**src/hw/rtl/stke_pkg.sv**
```systemverilog
// Shared types, widths and tap constants for the smooth Teager-Kaiser energy block.
// Used by stke_cell, stke_part and smooth_teager_kaiser_energy_top; no dependencies.

package stke_pkg;

    localparam int SAMPLE_WIDTH = 16;
    localparam int TAPS         = 11;
    localparam int CENTRE       = 5;
    localparam int COEF_W       = 8;
    localparam int PROD_W       = SAMPLE_WIDTH + COEF_W;
    localparam int SUM_W        = SAMPLE_WIDTH + 8;
    localparam int SQ_W         = 2 * SUM_W;
    localparam int XS_W         = SAMPLE_WIDTH + SUM_W;
    localparam int PART_W       = 2 * SAMPLE_WIDTH + 20;
    localparam int ACC_W        = PART_W + 1;
    localparam int ENERGY_W     = 53;
    localparam int EXT_W        = (ACC_W > ENERGY_W) ? ACC_W : ENERGY_W;
    localparam int FILL_W       = 3;

    localparam logic [FILL_W-1:0] FULL_FILL = FILL_W'(6);

    typedef logic signed [SAMPLE_WIDTH-1:0] sample_t;
    typedef logic signed [COEF_W-1:0]       coef_t;
    typedef logic signed [PROD_W-1:0]       prod_t;
    typedef logic signed [SUM_W-1:0]        sum_t;
    typedef logic signed [SQ_W-1:0]         sq_t;
    typedef logic signed [XS_W-1:0]         xs_t;
    typedef logic signed [PART_W-1:0]       part_t;
    typedef logic signed [EXT_W-1:0]        ext_t;
    typedef logic signed [ENERGY_W-1:0]     energy_t;

    // Stage load enables handed from the top-level flow control to each part.
    typedef struct packed {
        logic ld1;
        logic ld2;
        logic ld3;
    } adv_t;

    // Taps indexed by delay-line position, position 0 holding the newest sample.
    localparam coef_t D1_TAPS [TAPS] = '{
        8'sd1, 8'sd8, 8'sd27, 8'sd48, 8'sd42, 8'sd0,
        -8'sd42, -8'sd48, -8'sd27, -8'sd8, -8'sd1
    };

    localparam coef_t D2_TAPS [TAPS] = '{
        8'sd0, -8'sd7, 8'sd12, 8'sd52, -8'sd12, -8'sd90,
        -8'sd12, 8'sd52, 8'sd12, -8'sd7, 8'sd0
    };

    localparam energy_t E_MAX = {1'b0, {(ENERGY_W-1){1'b1}}};
    localparam energy_t E_MIN = {1'b1, {(ENERGY_W-1){1'b0}}};

    function automatic energy_t saturate(ext_t v);
        energy_t r;
        if (v > ext_t'(E_MAX))
        begin
            r = E_MAX;
        end
        else if (v < ext_t'(E_MIN))
        begin
            r = E_MIN;
        end
        else
        begin
            r = v[ENERGY_W-1:0];
        end
        return r;
    endfunction

endpackage

```
**src/hw/rtl/stke_part.sv**
```systemverilog
// Energy of one signal part: sums the cell products into both derivatives, squares
// and multiplies, then forms 3*S1*S1 - 4096*x*S2. Depends on stke_pkg.

module stke_part
    import stke_pkg::*;
(
    input  logic    clk,
    input  adv_t    adv,
    input  prod_t   p1 [TAPS],
    input  prod_t   p2 [TAPS],
    input  sample_t centre,
    output part_t   energy
);

    sum_t    s1_next;
    sum_t    s2_next;
    sum_t    s1_reg;
    sum_t    s2_reg;
    sample_t x_reg;
    sq_t     sq_reg;
    xs_t     xs_reg;
    part_t   e_reg;

    always_comb
    begin
        s1_next = '0;
        s2_next = '0;
        for (int i = 0; i < TAPS; i++)
        begin
            s1_next = s1_next + sum_t'(p1[i]);
            s2_next = s2_next + sum_t'(p2[i]);
        end
    end

    always_ff @(posedge clk)
    begin
        if (adv.ld1)
        begin
            s1_reg <= s1_next;
            s2_reg <= s2_next;
            x_reg  <= centre;
        end
        if (adv.ld2)
        begin
            sq_reg <= sq_t'(s1_reg) * sq_t'(s1_reg);
            xs_reg <= xs_t'(x_reg) * xs_t'(s2_reg);
        end
        if (adv.ld3)
        begin
            e_reg <= (part_t'(sq_reg) <<< 1) + part_t'(sq_reg) - (part_t'(xs_reg) <<< 12);
        end
    end

    assign energy = e_reg;

endmodule

```
**config.mk**
```make
export PLATFORM = sky130hd
export DESIGN_NAME = stke_part
export DESIGN_NICKNAME = d
export VERILOG_FILES = /design/src/hw/rtl/stke_pkg.sv /design/src/hw/rtl/stke_part.sv
export SDC_FILE = /design/constraint.sdc
export NUM_CORES = 2
export LEC_CHECK = 0
export BUFFER_PORTS_ARGS = -buffer_cell sky130_fd_sc_hd__buf_4
export CAP_MARGIN = 20
export CORE_ASPECT_RATIO = 2
export CORE_MARGIN = 4
export CORE_UTILIZATION = 56
export DETAILED_ROUTE_END_ITERATION = 6
export GPL_ROUTABILITY_DRIVEN = 0
export GPL_TIMING_DRIVEN = 1
export PLACE_DENSITY = 0.8
export SLEW_MARGIN = 20
export SYNTH_ARGS = -nofsm -noshare
export SYNTH_HDL_FRONTEND = slang
export SYNTH_SLANG_ARGS = --single-unit
```
**constraint.sdc**
```tcl
create_clock -name clk -period 6.95 [get_ports clk]
set_input_delay 1.39 -clock clk [delete_from_list [all_inputs] [get_ports clk]]
set_output_delay 1.39 -clock clk [all_outputs]
set_load 0.02 [all_outputs]
```
==> impl_metrics.py <==
metrics = {
    "outcome": {
        "status": "complete, but fails checks",
        "violations": "setup timing",
    },
    "drt": {
        "first_pass_iters": 5,
        "routed_wirelength_mm": 173,
        "wire_per_inst_um": 22.7,
        "vias": 42000,
        "vias_per_cell": 5.52,
        "drc": 0,
        "drtAntennaViolNets": 0,
        "drt-initial-drc-count": 2568,
    },
    "synth": {
        "yosys.area_share.xor_xnor": 0.0358,
        "synth_compound_area_frac": 0.0543,
        "synthMuxAreaShare": 0.000574,
        "synth_nets": 7698,
        "yosys.area.top_type": "fa_1",
        "syn_inst": 5425,
        "async_reset_ff_frac": 0,
        "ys_seq_area_frac": 0.111,
        "synth_edf_count": 202,
        "yosys_warnings": 0,
        "ys_top_cells_by_area": "fa_1, inv_1, edfxtp_1, ha_1, nand2_1",
        "yosys-top-cells-count": "inv_1, fa_1, nand2_1, ha_1, and2_1",
        "syn_area_per_cell_um2": 10.0,
        "synth_top_family_by_area": "adder cells",
        "synthMostInstantiatedCell": "inv_1",
        "synth-adder-area-share": 0.584,
        "synth_ff_type": "edfxtp_1",
        "synth.distinct_cells": 66,
        "syn-cell-area_um2": 54500,
        "synth-seq-cells": 202,
        "synth_simple_gate_area_frac": 0.0899,
        "yosys.area.top_type_share": 0.503,
    },
    "die": {
        "dieArea_um2": 103000,
        "coreArea_um2": 96500,
        "rows": 161,
        "io_pins": 600,
        "start_util": 0.565,
        "die_x_um": 229,
        "die_h_um": 449,
    },
    "flow_run": {
        "cap_violations": 0,
    },
    "sta": {
        "clock_skew_ps": 35.4,
        "tightest_slew_ps": 937,
        "fin_crit_ps": 7470,
        "hold_slack_ps": 562,
        "fmax_ghz": 0.134,
        "maxSlewViolCount": 0,
        "slew_headroom": 0.375,
        "fin_crit_sh": 1.08,
        "hold_violations": 0,
        "rsz0062_at_grt": "yes",
        "timing.final.ws_setup_ps": -525,
        "finalSetupViolCount": 16,
    },
    "setup_path": {
        "critPathKind": "flip-flop to flip-flop",
        "r2r-start": "s1_reg[14]",
        "crit_slowest_cell": "edfxtp_1",
        "cp_data_required_time_ps": 7270,
        "worstPathArrival_ps": 7800,
        "cp-start-kind": "flip-flop",
        "regToRegSetupSlack_ps": -520,
        "cpPeakStageDelay_ps": 550,
        "worst_path_most_repeated_cell": "fa_1",
        "crit_path_max_fanout": 7,
        "end_kind": "flip-flop",
        "crit_start": "s1_reg[14]",
        "path_buf_inv": 4,
        "path_cells": "and2_1, fa_1, inv_1, fa_1, inv_1, fa_1, fa_1, fa_1, fa_1, inv_1, fa_1, inv_1, ha_4, a21o_2, a211o_1, a311oi_2, o2111ai_2, a211o_1, and4_4, nor3_4, o21ai_2, a221oi_2, xnor2_1",
        "crit_family": "adder cells",
    },
    "grt": {
        "grt_antenna_before_repair": 13,
        "grt_pass1_wl_mm": 263,
        "grt_pass1_vias": 48700,
        "grt_overflow": 0,
        "grt_max_degree": 88,
        "grt_util_all_layers": 0.341,
    },
    "cells_and_area": {
        "final_cells": 7605,
        "fillCellCount": 6946,
        "fin_nets": 8632,
        "largest_register_ffs": 51,
        "drive_gt1_frac": 0.199,
        "area_delta_synth_final_pct": 19.7,
    },
    "cts": {
        "clk_pin_slew_worst_paths_ps": 70,
        "cts_tree": "done",
        "cts_buffers": 22,
        "cts_buffer_depth": 3,
        "clkSinkCount": 202,
        "clock-root-buffer": "clkbuf_16",
        "cts.htree.levels": 1,
        "clock_latency_ps": 610,
    },
    "min_path": {
        "hold_path.class": "flip-flop to flip-flop",
        "hold_start": "sq_reg[0]",
    },
    "placement": {
        "hpwl_mm": 143,
        "portBuffers": 599,
        "dp_cells": 7480,
    },
}
[worst paths after layout]
path                                    to  depth (start not counted)
worst max-delay path            sq_reg[45]                         23
worst min-delay path             energy[1]                          0
worst max register to register  sq_reg[45]                         23
worst min register to register   energy[1]                          0
[cells in the final DEF (no fill, tap or decap), types with 23 or more instances in the layout]
master    instances
o21ai_0          64
xor2_1           46
o21a_1           29
buf_4           966
inv_2            30
edfxtp_1        202
nand3_1          32
nor2b_1          34
and2_1          226
fa_1           1323
nand2_1         459
inv_1          1641
nor3_1           26
a21oi_1         117
xnor2_1         173
ha_1            340
buf_12           23
nand2b_1         37
nor2_1           99
fa_2             46
a21o_1           73
buf_6            41
[metal layers]
layer  global-route usage  routed length (um)
met1                0.308               48100
met5                    0                  38
met3                0.101               14700
met2                0.604               88500
met4                0.307               21400
[metrics by stage]
stage               instance area (um2)  setup WS [ps]  setup TNS [ps]  utilization
floorplan                         54700          -50.8           -50.8            -
detailed placement                63000           -652           -7530        0.653
global route                      65300           -784           -8450        0.676
finish                            65300           -525           -4500        0.676
global placement                  63000           -358           -4670        0.653
CTS                               64300           -371           -2370        0.666
[final cells by class]
cell class                 count  area [um2]  share of cell area
clock buffer                  23         554             0.00849
clock inverter                16         186             0.00286
multi-input combinational   3427       42400               0.650
sequential                   202        6070              0.0929
inverter                    1672        6280              0.0962
timing repair buffer        1034        8230               0.126
tap                         1222        1530              0.0234
antenna                        9        22.5            0.000345
[logic make-up (layout without fill, tap and decap cells)]
group / after synthesis / after routing
compound gates: 454 / 454
xor+xnor: 223 / 223
fa+ha+maj: 1725 / 1725
buf+inv: 1796 / 2745
flops: 202 / 202
mux: 3 / 3
other cells: 0 / 9
simple gates: 1022 / 1022
[timing repair]
| action | CTS | global route |
|---|---|---|
| setup endpoints to repair | 22 | 38 |
| setup buffers | 37 | 50 |
| gates resized for setup | 73 | 184 |
| pin swaps | 38 | 134 |
| hold buffers | 0 | 0 |
Power is not shown: default switching activity piles up to over one toggle a cycle in this logic, so the estimate is an artifact.
