==> src/hw/rtl/stke_pkg.sv <==
// Shared types, widths and tap constants for the smooth Teager-Kaiser energy block.
// Used by stke_cell, stke_part and smooth_teager_kaiser_energy_top; no dependencies.

package stke_pkg;

    localparam int SAMPLE_WIDTH = 16;
    localparam int TAPS         = 11;
    localparam int CENTRE       = 5;
    localparam int COEF_W       = 8;
    localparam int PROD_W       = SAMPLE_WIDTH + COEF_W;
    localparam int SUM_W        = SAMPLE_WIDTH + 8;
    localparam int SQ_W         = 2 * SUM_W;
    localparam int XS_W         = SAMPLE_WIDTH + SUM_W;
    localparam int PART_W       = 2 * SAMPLE_WIDTH + 20;
    localparam int ACC_W        = PART_W + 1;
    localparam int ENERGY_W     = 53;
    localparam int EXT_W        = (ACC_W > ENERGY_W) ? ACC_W : ENERGY_W;
    localparam int FILL_W       = 3;

    localparam logic [FILL_W-1:0] FULL_FILL = FILL_W'(6);

    typedef logic signed [SAMPLE_WIDTH-1:0] sample_t;
    typedef logic signed [COEF_W-1:0]       coef_t;
    typedef logic signed [PROD_W-1:0]       prod_t;
    typedef logic signed [SUM_W-1:0]        sum_t;
    typedef logic signed [SQ_W-1:0]         sq_t;
    typedef logic signed [XS_W-1:0]         xs_t;
    typedef logic signed [PART_W-1:0]       part_t;
    typedef logic signed [EXT_W-1:0]        ext_t;
    typedef logic signed [ENERGY_W-1:0]     energy_t;

    // Stage load enables handed from the top-level flow control to each part.
    typedef struct packed {
        logic ld1;
        logic ld2;
        logic ld3;
    } adv_t;

    // Taps indexed by delay-line position, position 0 holding the newest sample.
    localparam coef_t D1_TAPS [TAPS] = '{
        8'sd1, 8'sd8, 8'sd27, 8'sd48, 8'sd42, 8'sd0,
        -8'sd42, -8'sd48, -8'sd27, -8'sd8, -8'sd1
    };

    localparam coef_t D2_TAPS [TAPS] = '{
        8'sd0, -8'sd7, 8'sd12, 8'sd52, -8'sd12, -8'sd90,
        -8'sd12, 8'sd52, 8'sd12, -8'sd7, 8'sd0
    };

    localparam energy_t E_MAX = {1'b0, {(ENERGY_W-1){1'b1}}};
    localparam energy_t E_MIN = {1'b1, {(ENERGY_W-1){1'b0}}};

    function automatic energy_t saturate(ext_t v);
        energy_t r;
        if (v > ext_t'(E_MAX))
        begin
            r = E_MAX;
        end
        else if (v < ext_t'(E_MIN))
        begin
            r = E_MIN;
        end
        else
        begin
            r = v[ENERGY_W-1:0];
        end
        return r;
    endfunction

endpackage

==> src/hw/rtl/stke_cell.sv <==
// One cell of the delay line: holds one real and one imaginary sample and their
// products with the two derivative taps. Depends on stke_pkg.

module stke_cell
    import stke_pkg::*;
(
    input  logic    clk,
    input  logic    rst_n,
    input  logic    shift,
    input  sample_t re_in,
    input  sample_t im_in,
    input  coef_t   c1,
    input  coef_t   c2,
    output sample_t re_tap,
    output sample_t im_tap,
    output prod_t   re_p1,
    output prod_t   re_p2,
    output prod_t   im_p1,
    output prod_t   im_p2
);

    sample_t re_tap_reg;
    sample_t im_tap_reg;
    prod_t   re_p1_reg;
    prod_t   re_p2_reg;
    prod_t   im_p1_reg;
    prod_t   im_p2_reg;

    // The products always match the stored samples, so the zero padding after
    // reset also carries zero products.
    always_ff @(posedge clk or negedge rst_n)
    begin
        if (!rst_n)
        begin
            re_tap_reg <= '0;
            im_tap_reg <= '0;
            re_p1_reg  <= '0;
            re_p2_reg  <= '0;
            im_p1_reg  <= '0;
            im_p2_reg  <= '0;
        end
        else if (shift)
        begin
            re_tap_reg <= re_in;
            im_tap_reg <= im_in;
            re_p1_reg  <= prod_t'(re_in) * prod_t'(c1);
            re_p2_reg  <= prod_t'(re_in) * prod_t'(c2);
            im_p1_reg  <= prod_t'(im_in) * prod_t'(c1);
            im_p2_reg  <= prod_t'(im_in) * prod_t'(c2);
        end
    end

    assign re_tap = re_tap_reg;
    assign im_tap = im_tap_reg;
    assign re_p1  = re_p1_reg;
    assign re_p2  = re_p2_reg;
    assign im_p1  = im_p1_reg;
    assign im_p2  = im_p2_reg;

endmodule

==> config.mk <==
export PLATFORM = sky130hd
export DESIGN_NAME = stke_cell
export DESIGN_NICKNAME = d
export VERILOG_FILES = /design/src/hw/rtl/stke_pkg.sv /design/src/hw/rtl/stke_cell.sv
export SDC_FILE = /design/constraint.sdc
export NUM_CORES = 1
export LEC_CHECK = 0
export ABC_AREA = 1
export BUFFER_PORTS_ARGS = -buffer_cell sky130_fd_sc_hd__buf_2
export CORE_MARGIN = 3
export CORE_UTILIZATION = 40
export CTS_CLUSTER_DIAMETER = 200
export CTS_CLUSTER_SIZE = 12
export DETAILED_ROUTE_END_ITERATION = 8
export GPL_TIMING_DRIVEN = 0
export SETUP_SLACK_MARGIN = 0.4
export SLEW_MARGIN = 30
export SYNTH_ARGS = -nofsm -noshare
export SYNTH_HDL_FRONTEND = slang
export SYNTH_SLANG_ARGS = --single-unit
export TNS_END_PERCENT = 5
==> constraint.sdc <==
create_clock -name clk -period 0.8 [get_ports clk]
set_input_delay 0.12 -clock clk [delete_from_list [all_inputs] [get_ports clk]]
set_output_delay 0.12 -clock clk [all_outputs]
set_load 0.01 [all_outputs]
==> results of run 1 <==
## how the worst max path moves through the flow
stage | slack, ns | startpoint | end
final | -2.84 | c1[2] | im_p1[23]
after floorplan | -2.96 | im_in[15] | im_p2[23]
after global placement | -3.96 | c1[0] | im_p1[23]
after detailed placement | -3.93 | c1[5] | im_p1[23]
after global routing | -2.88 | im_in[15] | im_p1[23]
after CTS | -2.67 | c1[3] | im_p1[23]
## power groups by stage
| stage | combinational [W] | clock (W) | sequential [W] |
|---|---|---|---|
| after detailed placement | 0.0771 | 0 | 0.0103 |
| after global routing | 0.105 | 0.00918 | 0.0106 |
| after CTS | 0.0890 | 0.00891 | 0.0102 |
| after floorplan | 0.0570 | 0 | 0.0113 |
| after global placement | 0.0767 | 0 | 0.0103 |
| final | 0.0947 | 0.00872 | 0.0103 |
## cells by family (layout without fill, tap and decap cells)
group	after synthesis	after routing	synth area share, %
compound gates	123	123	2.70
xor+xnor	25	25	0.873
fa+ha+maj	592	592	41.9
buf+inv	1163	1448	17.5
flops	128	128	12.8
other cells	0	1	0
simple gates	1512	1512	24.3
## through the flow
step                      setup WS, ns  hold slack, ns  instance area, um^2  TNS [ns]
after floorplan                  -2.96          -0.176                26200   -222.58
after global placement           -3.96           0.399                28000   -641.87
after detailed placement         -3.93          0.0789                28000   -343.43
after CTS                        -2.67          -0.452                32200   -243.63
after global routing             -2.88          -0.492                32900   -257.14
final                            -2.84          -0.499                32900   -242.27
## metal layers
| layer | global-route usage (%) | share of wire (%) | wire length, um | vias up |
|---|---|---|---|---|
| li1 | - | - | - | 10600 |
| met1 | 35.9 | 43 | 37100 | 11000 |
| met2 | 43.2 | 46 | 39700 | 820 |
| met3 | 5.37 | 7.7 | 6740 | 148 |
| met4 | 10.1 | 3.9 | 3420 | 0 |
| met5 | 0 | 0 | 0 | - |
## layout by cell type (no fill, tap or decap), drive strengths merged, types with 3 or more instances in the layout
cell type and n:
a21oi 64, and2 4, buf 275, bufinv 3, clkbuf 132, clkinv 6, clkinvlp 3, dfrtp 128
fa 412, ha 180, inv 1029, nand2 1167, nand3 125, nand3b 24, nand4 20, nor2 157
nor3 5, o21ai 44, o21bai 12, or2 10, xnor2 20, xor2 5
## Yosys cell counts
| cell type | instances |
|---|---|
| a21oi_1 | 58 |
| nor3_1 | 3 |
| dfrtp_1 | 128 |
| ha_1 | 180 |
| nor2_1 | 152 |
| o21ai_1 | 2 |
| a31oi_1 | 2 |
| xor2_1 | 5 |
| nand3_1 | 120 |
| and2_4 | 1 |
| nand2_1 | 1156 |
| and2_1 | 3 |
| or2_2 | 3 |
| or2_1 | 7 |
| o21ai_0 | 41 |
| o211ai_1 | 1 |
| inv_1 | 1024 |
| nand4_1 | 20 |
| nor3_2 | 2 |
| a21oi_2 | 6 |
| nand3b_1 | 24 |
| buf_1 | 10 |
| nand3_2 | 5 |
| buf_4 | 2 |
| clkbuf_1 | 119 |
| buf_2 | 4 |
| nand2_2 | 11 |
| o21bai_1 | 12 |
| fa_1 | 412 |
| inv_2 | 4 |
| o21ai_2 | 1 |
| xnor2_1 | 20 |
| nor2_2 | 5 |
## repair_timing
| action | 4_1_cts | 5_1_grt |
|---|---|---|
| setup buffers | 72 | 13 |
| setup endpoints to repair | 256 | 318 |
| pin swaps | 145 | 81 |
| endpoints found under the hold margin | 91 | 153 |
| resized for setup | 579 | 187 |
| gates cloned | 14 | 2 |
## final cells by class
cell class              instances  area, um^2
clock inverters                13         178
plain buffers                 135        2360
diodes                          1        2.50
clock buffers                  19         453
well taps                     837        1050
flip-flops and latches        128        3200
fillers                      5833       28900
multi-input cells            2252       19600
repair buffers                253        2130
inverters                    1028        3900
## critical path: cells and delay by family
kind	cells	cell delay, ns
adders and majority gates	5	2.35
buffers and inverters	5	0.47
and+or+nand+nor	8	1.05
==> out/results.txt, run 1 <==
Run status - finished, violations left
Failing checks - negative hold slack, negative setup slack
# IOs - 179
Die span in x - 256 um
RSZ-0062 raised after global routing - true
Final HPWL DP - 65600 um
Core Region - 0.0618 mm^2
Layout net count - 4458
Max VDD drop - 1940 uV
Die area - 0.0657 mm^2
Worst-skew pair later-pin latency - 0.49 ns
H-tree depth - 4
Reg2reg start - im_p2[0]
Combinational Power Share - 83.3%
Hold WS - -0.499 ns
Max incr delay on CP - 0.57 ns
Vias in the first global route - 22500
Largest buffer count on any clock path - 2
Register area share after synthesis - 12.8%
Max Cap Viol - 0
Crit Path Category - primary input to flop
Crit path launch type - primary input
Fraction of power spent switching nets - 51.7%
Share of layout cells above drive strength 1 - 22.0%
Drc violations - 0
1st-iter DRT viols - 1555
Most frequent CP cell - fa_1
First drt pass iteration count - 6
Non-filler instance count after layout - 4666
Post-DRT Antenna Nets - 0
Crit path DAT - 4.03 ns
Placed Instances - 4532
Worst-path clk slew - 0.07 ns
Slowest cell on crit path - fa_2
First-pass GRT wire length - 133000 um
Net Sw Power - 0.0588 W
Tmin final - 3.64 ns
Pwr Density - 3460 mW/mm^2
GPL Wtd Cong - 0.898
Initial antenna violation count - 1
Gr ovfl total - 0
Hold Vio Cnt, Final - 155
Vias after detailed routing - 22600
Largest net degree at the start of global routing - 74
Mapped Avg Cell Area - 7.08 um^2
Routed len/inst - 18.6 um
Syn Nets - 4186
Total power - 0.114 W
Clock root buffer - clkbuf_16
IO Port Bufs - 150
Rows - 91
Gr usage total - 26.9%
Post-Route WL - 87000 um
Post-synthesis register bit count - 128
Worst-Margin Slew - 1.02 ns
CTS Sinks - 128
PnR worst setup slack - -2.84 ns
Post-synth top area cell - fa_1
Synth area leaders - fa_1 33%, nand2_1 17%, inv_1 15%
DR vias/cell - 4.85
Area fraction of the dominant cell type after synthesis - 32.9%
Register-to-Register Setup Slack - 0.09 ns
CTS tree - done
Cell variety after synth - 33
Syn-to-layout area delta - 31.2%
Num CTS Buffers - 17
RR Endpoint - im_p2[0]
Sequential share of power - 9.0%
Worst Skew - 0 ns
Required time at the worst-slack endpoint - 1.18 ns
Clock power share - 7.7%
FMAX - 274 MHz
Int Power - 0.0550 W
Mapped cell area - 0.0251 mm^2
Crit-path cells - buf_8, clkbuf_16, nand2_4, fa_2, inv_4, fa_1, inv_1, fa_1, inv_1, fa_1, ha_4, nand4_1, nor2_4, nand4_1, nand3_1, nand2_1, nand3_1, nand2_1
Worst r2r path cells - 2
Leak - 19.0 nW
Initial Util - 40.5%
Max_slew headroom - 32.2%
Post-layout util - 53.2%
Crit. End Element - flop
Worst min path class - primary input to asynchronous set/reset pin
Slew Limit Fails - 0
Synth warnings - 0
Endpoints failing setup - 216
Post-synthesis cell count - 3543
Die Ht - 256 um
CP max FO - 6
Crit share post-route - 456%
Power figures use the tool's default switching activity.
==> inputs of run 2 (changes only) <==
--- a/config.mk
+++ b/config.mk
@@ -18,4 +18,3 @@
 export SYNTH_ARGS = -nofsm -noshare
 export SYNTH_HDL_FRONTEND = slang
 export SYNTH_SLANG_ARGS = --single-unit
-export TNS_END_PERCENT = 5
==> run 2 against run 1 <==
Net effect: the flow still finishes with violations (negative hold slack, negative setup slack); cell area is 6.7% higher; first-iteration DRC count decreased by 5.5%; core utilization rose by 3.6 points; flip-flop and latch count unchanged; critical path depth up 3.
==> out/results.txt, run 2 (synthesized netlist as in run 1, its figures left out) <==
Worst-path clk slew - 0.07 ns (about the same)
Most frequent CP cell - fa_1
Gr ovfl total - 0 (unchanged)
First-pass GRT wire length - 133000 um (-0.12%)
Endpoints failing setup - 222 (+2.8%)
Most frequent cells in the layout - 968 x nand2_1, 903 x inv_1, 366 x fa_1
Max incr delay on CP - 0.54 ns (-0.03 ns)
Die area - 0.0657 mm^2 (unchanged)
FMAX - 281 MHz (+2.3%)
Pwr Density - 3710 mW/mm^2 (+7.2%)
Failing checks - negative hold slack, negative setup slack
Drc violations - 0 (unchanged)
Fraction of power spent switching nets - 51.3% (-0.32 points)
Rows - 91 (unchanged)
Largest buffer count on any clock path - 2 (unchanged)
Storage element area - 0.00320 mm^2 (about the same)
Die span in x - 256 um (unchanged)
Commonest non-fill, non-tap cell in the layout - nand2_1
Gr usage total - 26.8% (-0.044 points)
Slew Limit Fails - 0 (unchanged)
Share of layout cells above drive strength 1 - 30.4% (+8.4 points)
Vias after detailed routing - 22900 (+1.2%)
CP max FO - 6 (unchanged)
# IOs - 179 (unchanged)
Syn-to-layout area delta - 40.1%
Crit path launch type - primary input
Combinational Power Share - 85.9% (+2.6 points)
Worst r2r path cells - 2 (unchanged)
GPL Wtd Cong - 0.921 (+2.5%)
Final HPWL DP - 65700 um (+0.19%)
Worst-skew pair later-pin latency - 0.50 ns (about the same)
Run status - finished, violations left
Crit-path cells - buf_12, inv_8, buf_12, buf_12, nor2_4, fa_1, fa_1, fa_1, inv_1, fa_1, inv_2, ha_4, nand2_2, inv_1, nand2_2, nor2_4, nand4_1, nand3_1, nand2_1, nand3_1, nand2_1
RR Endpoint - re_p1[9]
Hold WS - -0.478 ns (+0.0217 ns)
Ant diodes - 0 (-1)
Initial antenna violation count - 0 (-1)
Worst Skew - 0 ns (unchanged)
Crit Path Category - primary input to flop
Leak - 20.0 nW (+5.1%)
Post-DRT Antenna Nets - 0 (unchanged)
Num CTS Buffers - 17 (unchanged)
Max Cap Viol - 0 (unchanged)
Initial Util - 40.5% (unchanged)
Largest net degree at the start of global routing - 66 (-11%)
Required time at the worst-slack endpoint - 1.18 ns (about the same)
Placed Instances - 4531 (-0.022%)
Crit path DAT - 3.95 ns (-0.08 ns)
H-tree depth - 4 (unchanged)
Max_slew headroom - 35.3% (+3.1 points)
Die Ht - 256 um (unchanged)
Clock power share - 6.3% (-1.4 points)
Worst-Margin Slew - 0.971 ns (-0.0459 ns)
Post-Route WL - 87100 um (about the same)
Vias in the first global route - 23300 (+3.7%)
Setup WS pre-CTS - -4.01 ns (-0.0775 ns)
1st-iter DRT viols - 1469 (-5.5%)
Fillers - 5574 (-4.4%)
Net Sw Power - 0.0668 W (+14%)
RSZ-0062 raised after global routing - true
Tmin final - 3.56 ns (-0.0809 ns)
Layout net count - 4558 (+2.2%)
Area of the multi-input gates - 0.0208 mm^2 (+6.3%)
Hold Vio Cnt, Final - 151 (-2.6%)
Slowest cell on crit path - fa_1
Worst min path class - primary input to asynchronous set/reset pin
Reg2reg start - re_p1[9]
Non-filler instance count after layout - 4764 (+2.1%)
CP startpoint - c1[7]
CTS Sinks - 128 (unchanged)
IO Port Bufs - 150 (unchanged)
Int Power - 0.0633 W (+15%)
Register-to-Register Setup Slack - 0.10 ns (about the same)
Clock root buffer - clkbuf_16
First drt pass iteration count - 7 (+1)
CTS tree - done
Routed len/inst - 18.3 um (-2.0%)
Crit. End Element - flop
Max VDD drop - 2320 uV (+20%)
Crit share post-route - 445% (-10 points)
Core Region - 0.0618 mm^2 (unchanged)
PnR worst setup slack - -2.76 ns (+0.0809 ns)
Sequential share of power - 7.8% (-1.2 points)
DR vias/cell - 4.81 (-0.85%)
[run 2: layer usage]
metal / up-vias / share of wire [%] / track usage, %
li1: 10800 / - / -
met1: 11100 / 38 / 32.5
met2: 736 / 48 / 45.7
met3: 215 / 8.1 / 5.33
met4: 0 / 6.0 / 13.1
met5: - / 0 / 0
[run 2: final cells by class]
cell class / instances / area share (%)
Tap cell: 837 / 2.98
Buffer: 135 / 6.84
Sequential cell: 128 / 9.12
Timing Repair Buffer: 353 / 8.83
Inverter: 1028 / 11.2
Multi-Input combinational cell: 2252 / 59.4
Clock inverter: 14 / 0.449
Clock buffer: 17 / 1.21
[run 2: critical path: cells and delay by family]
family | cells | cell delay, ns
adder cells (fa/ha/maj) | 5 | 2.32
AND/OR/NAND/NOR | 9 | 0.88
buffers and inverters | 7 | 0.62
[run 2: power groups by stage]
stage	Combinational (W)	Clock, W	Sequential [W]
floorplan	0.0631	0	0.0113
global placement	0.0827	0	0.0102
detailed placement	0.0835	0	0.0102
CTS	0.0983	0.00844	0.0102
global route	0.123	0.00868	0.0105
finish	0.112	0.00814	0.0102
[run 2: what timing repair did]
action	CTS	global route
gates cloned	18	3
pin swaps	239	233
buffers inserted	123	58
setup endpoints to repair	256	275
hold endpoints to repair	116	92
gates resized for setup	546	337
[run 2: through the flow]
step                hold slack, ns  instance area (um^2)  util, %  setup TNS [ns]  power [W]
finish                      -0.478                 35100     56.8         -244.52      0.130
global route                -0.447                 35100     56.8         -258.65      0.142
CTS                         -0.476                 33400     54.0         -244.81      0.117
detailed placement          0.0867                 29200     47.2         -309.90     0.0937
global placement             0.389                 29100     47.1         -610.92     0.0929
floorplan                   -0.176                 27300        -         -214.51     0.0744
[run 2: worst max path at each step]
stage                end  depth (start not counted)
2_1_floorplan  im_p2[23]                         20
3_3_place_gp   im_p1[23]                         18
3_5_place_dp   re_p2[23]                         20
4_1_cts        re_p2[23]                         23
5_1_grt        re_p2[23]                         20
6_report       re_p1[23]                         21
